`src/sv/sle_pkg.sv`:
```
`timescale 1ns / 1ps
package sle_pkg;

	localparam int DEPTH  = 64;
	localparam int ELEM_W = 32;
	localparam int IDX_W  = $clog2(DEPTH);
	localparam int POS_W  = $clog2(DEPTH + 1);
	localparam int CMD_W  = 3;

	typedef enum logic [CMD_W-1:0] {
		CMD_GET    = 3'd0,
		CMD_LOCATE = 3'd1,
		CMD_INSERT = 3'd2,
		CMD_DELETE = 3'd3,
		CMD_CLEAR  = 3'd4
	} cmd_t;

	typedef enum logic [1:0] {
		ST_IDLE,
		ST_CALC,
		ST_HOLD
	} state_t;

	typedef logic [ELEM_W-1:0] elem_t;

	typedef struct packed {
		logic              ins;
		logic              del;
		logic              get;
		logic              locate;
		logic [IDX_W-1:0]  slot;
		logic [POS_W-1:0]  len;
		elem_t             val;
	} cell_ctrl_t;

endpackage

```
`src/sv/sle_cell.sv`:
```
`timescale 1ns / 1ps
module sle_cell (
	input  logic               clk,
	input  logic [sle_pkg::IDX_W-1:0] idx,
	input  sle_pkg::cell_ctrl_t ctrl,
	input  sle_pkg::elem_t      left,
	input  sle_pkg::elem_t      right,
	output sle_pkg::elem_t      data,
	output sle_pkg::elem_t      rd_s1,
	output logic               match_s1
);
	import sle_pkg::*;

	elem_t data_q;
	elem_t data_d;
	logic  at_slot;
	logic  above_slot;
	logic  in_list;

	assign at_slot    = (idx == ctrl.slot);
	assign above_slot = (idx > ctrl.slot);
	assign in_list    = ({1'b0, idx} < ctrl.len);

	always_comb begin
		data_d = data_q;
		if (ctrl.ins && at_slot) begin
			data_d = ctrl.val;
		end else if (ctrl.ins && above_slot) begin
			data_d = left;
		end else if (ctrl.del && (at_slot || above_slot)) begin
			data_d = right;
		end
	end

	always_ff @(posedge clk) begin
		data_q   <= data_d;
		rd_s1    <= (ctrl.get && at_slot) ? data_q : '0;
		match_s1 <= ctrl.locate && in_list && (data_q == ctrl.val);
	end

	assign data = data_q;

endmodule

```
`config.mk`:
```
export PLATFORM = sky130hd
export DESIGN_NAME = sle_cell
export DESIGN_NICKNAME = d
export VERILOG_FILES = /design/src/sv/sle_pkg.sv /design/src/sv/sle_cell.sv
export SDC_FILE = /design/constraint.sdc
export NUM_CORES = 1
export LEC_CHECK = 0
export ABC_AREA = 1
export BUFFER_PORTS_ARGS = -buffer_cell sky130_fd_sc_hd__buf_2
export CORE_MARGIN = 2
export CORE_UTILIZATION = 40
export DETAILED_ROUTE_END_ITERATION = 10
export PLACE_DENSITY = 0.82
export SYNTH_ARGS = -nofsm -noshare
export SYNTH_HDL_FRONTEND = slang
export SYNTH_SLANG_ARGS = --single-unit
```
`constraint.sdc`:
```
create_clock -name clk -period 5.45 [get_ports clk]
set_clock_uncertainty 0.05 [all_clocks]
set_input_delay 0.2725 -clock clk [delete_from_list [all_inputs] [get_ports clk]]
set_output_delay 0.2725 -clock clk [all_outputs]
set_load 0.005 [all_outputs]
```
==> impl_metrics.py <==
metrics = {
    "clock_tree": {
        "clk_path_buf_depth": 2,
        "path_clk_slew_ns": 0.07,
        "cts_setup_buffers": 0,
        "cts_max_level": 3,
        "postCtsHoldBufs": 0,
        "clk_latency_ns": 0.34,
        "tritoncts": "done",
        "numCtsBuffers": 9,
        "cts_root_buf": "clkbuf_8",
        "cts_sinks": 65,
        "cts.repair.resized": 0,
    },
    "yosys": {
        "synth.ff_latch_count": 65,
        "yosysWarnings": 0,
        "syn_area_um2": 3849,
        "syn_inst": 567,
        "ys_seq_area_share_pct": 42.13,
        "syn_nets": 698,
        "avgSynthCellArea_um2": 6.788,
        "yosysUniqueCellTypes": 23,
    },
    "detailed_routing": {
        "postRouteAntennaNets": 0,
        "vias": 3938,
        "via_per_inst": 4.475,
        "drc_errors": 0,
        "wl_per_cell_um": 12.22,
        "drtIter0Drc": 174,
        "drt_wl_total_mm": 10.75,
        "dr.pass1.iters": 5,
    },
    "critical_path": {
        "path_buf_inv": 3,
        "reg2reg_from": "data[20]",
        "crit_fanout": 33,
        "crit_path_cell_trace": "buf_2 > ha_1 > nand2_2 > nor2_4 > nand2_1 > inv_2 > nand2_2 > inv_2 > nand2_1 > nand2_1",
        "start_kind": "primary input",
        "cp_slowest_cell": "inv_2",
        "cp_top_family": "simple AND/OR/NAND/NOR gates",
        "reg2reg_to": "match_s1",
        "crit_path_frequent_cell": "nand2_1",
        "crit_required_ns": 5.61,
        "critPathKind": "in -> reg",
        "critPathCaptureType": "flop",
        "critPathMaxStageDelay_ns": 0.66,
        "r2r_slack_ns": 4.26,
        "r2r_cells": 7,
        "cp_data_arrival_time_ns": 2.40,
    },
    "floorplanning": {
        "dieWidth_um": 102.1,
        "rows": 35,
        "dieArea_um2": 10420,
        "die_h_um": 102.1,
        "core_area_um2": 9284,
        "initial_core_util_pct": 41.46,
        "io_pins": 185,
    },
    "worst_hold_path": {
        "hp-start": "ctrl[8]",
        "hold_class": "in -> reg",
        "hold_path_end": "data[8]",
        "hold_depth": 3,
    },
    "sta": {
        "fin_crit_sh_pct": 41.15,
        "final.setup.tns_ns": 0,
        "worst_slew_pin_slew_ns": 0.9509,
        "max_slew_margin_pct": 36.47,
        "hold_violations": 0,
        "final-setup-viol-count": 0,
        "rsz0062_at_grt": "no",
        "post-route-min-period_ns": 2.243,
        "max_freq_mhz": 445.9,
        "drv_slew": 0,
        "holdWs_ns": 0.1699,
    },
    "placed_design": {
        "gp_congestion": 0.8440,
        "io_buffer_count": 184,
        "dp_hpwl_mm": 8.110,
    },
    "global_routing": {
        "grt_use_total_pct": 20.64,
        "antenna_found_initial": 0,
        "grt_pass1_vias": 3664,
        "grt_pass1_wl_mm": 16.53,
        "grt_overflow": 0,
        "grt_max_degree": 35,
    },
    "power": {
        "switching_power_mw": 0.3890,
        "p_int_mw": 0.8957,
        "clkPwrFrac_pct": 30.3,
        "pwr-share-seq_pct": 46.8,
        "swShare_pct": 30.28,
        "ir_drop_mv": 0.1156,
        "p_comb_share_pct": 22.9,
        "p_leak_nw": 3.094,
        "p_total_mw": 1.285,
        "p_per_area_nw_per_um2": 257.2,
    },
    "finish": {
        "fin_nets": 877,
        "diodes": 0,
        "drive_gt1_share_pct": 27.83,
        "layout-area-overhead-vs-synth_pct": 29.78,
    },
    "run_status": {
        "status": "finished clean",
    },
    "job": {
        "maxCapViolCount": 0,
    },
}
how the worst max path moves through the flow:
stage / to / start / cells after the start / slack [ns]
floorplan: data[0] / ctrl[44] / 9 / 3.17
global placement: data[22] / idx[5] / 10 / 2.84
detailed placement: data[25] / idx[5] / 10 / 2.84
CTS: data[25] / idx[5] / 10 / 3.19
global route: data[25] / idx[3] / 9 / 2.99
finish: data[16] / idx[5] / 10 / 3.21
final cells by class:
cell class	count	area, um2
timing repair buffer	186	935.9
clock inverter	2	10.01
tap	129	161.4
inverter	141	529.3
sequential	65	1622
multi-input combinational	343	1563
clock buffer	14	173.9
fill	939	4289
sequential cells by signal, summed over array words and instances (netlist names):
| signal | count |
|---|---|
| data | 32 |
| rd_s1 | 32 |
| match_s1 | 1 |
worst register-to-register path, cell delays in order (launching register included):
cell and delay [ns]:
edfxtp_1 0.42, inv_1 0.11, o21ai_0 0.08, nor2_1 0.09, nand2_1 0.07, nor2_1 0.14, nand3_1 0.09, nor2_1 0.08
power groups by stage:
stage                     Clock (mW)  Combinational [mW]  Sequential [mW]
after floorplan                    0               0.166            0.611
after global placement             0               0.291            0.611
after detailed placement           0               0.297            0.612
after CTS                      0.398               0.298            0.602
after global routing           0.421               0.339            0.607
final                          0.389               0.294            0.601
placed cells by master, fill, tap and decap left out:
master,netlist,final
nor2_1,51,51
buf_4,3,2
nand2_4,1,1
nand3_4,1,1
clkinv_2,0,2
o21bai_1,1,1
a21oi_1,2,2
xor2_1,1,1
nand4_1,1,1
ha_1,11,11
inv_1,138,138
o21ai_0,5,5
nand2_1,192,192
clkbuf_16,0,1
a21oi_4,1,1
buf_2,9,184
nor2_4,1,1
o22ai_1,1,1
edfxtp_1,32,32
clkbuf_1,0,3
nand3_1,66,66
xnor2_1,5,5
nand2_2,3,3
dfxtp_1,33,33
inv_2,3,3
clkbuf_8,0,10
synthesized netlist by cell type (all sizes together):
cell type,n,area share [%]
nand4,1,0.16
o21ai,5,0.65
edfxtp,32,25
dfxtp,33,17
xnor2,5,1.1
ha,11,3.6
o22ai,1,0.16
a21oi,3,0.68
inv,141,14
nor2,52,5.3
xor2,1,0.23
buf,18,3.5
nand3,67,9.0
nand2,196,20
o21bai,1,0.20
per-layer routing:
metal / GRT usage (%) / part of all wire [%]
met2: 35.07 / 47
met5: 0 / 0
met1: 25.56 / 42
met3: 4.172 / 8.6
met4: 8.718 / 2.1
through the flow:
step | cells | setup WS (ns) | instance area [um2] | utilization (%)
after global routing | 880 | 2.994 | 4995 | 53.80
after floorplan | 567 | 3.175 | 3849 | -
final | 880 | 3.207 | 4995 | 53.80
after CTS | 880 | 3.186 | 4995 | 53.80
after global placement | 864 | 2.844 | 4811 | 51.82
after detailed placement | 864 | 2.835 | 4811 | 51.82
kinds of logic (layout without fill, tap and decap cells):
kind of cell / after synthesis / after routing / synth area share [%]
and+or+nand+nor: 316 / 316 / 33.97
xor gates and xnor gates: 6 / 6 / 1.365
buffers and inverters: 159 / 343 / 17.26
AOI/OAI and AO/OA: 10 / 10 / 1.691
DFF: 65 / 65 / 42.13
adders and majority gates: 11 / 11 / 3.576
No activity file was read; power rests on OpenSTA's default activity.
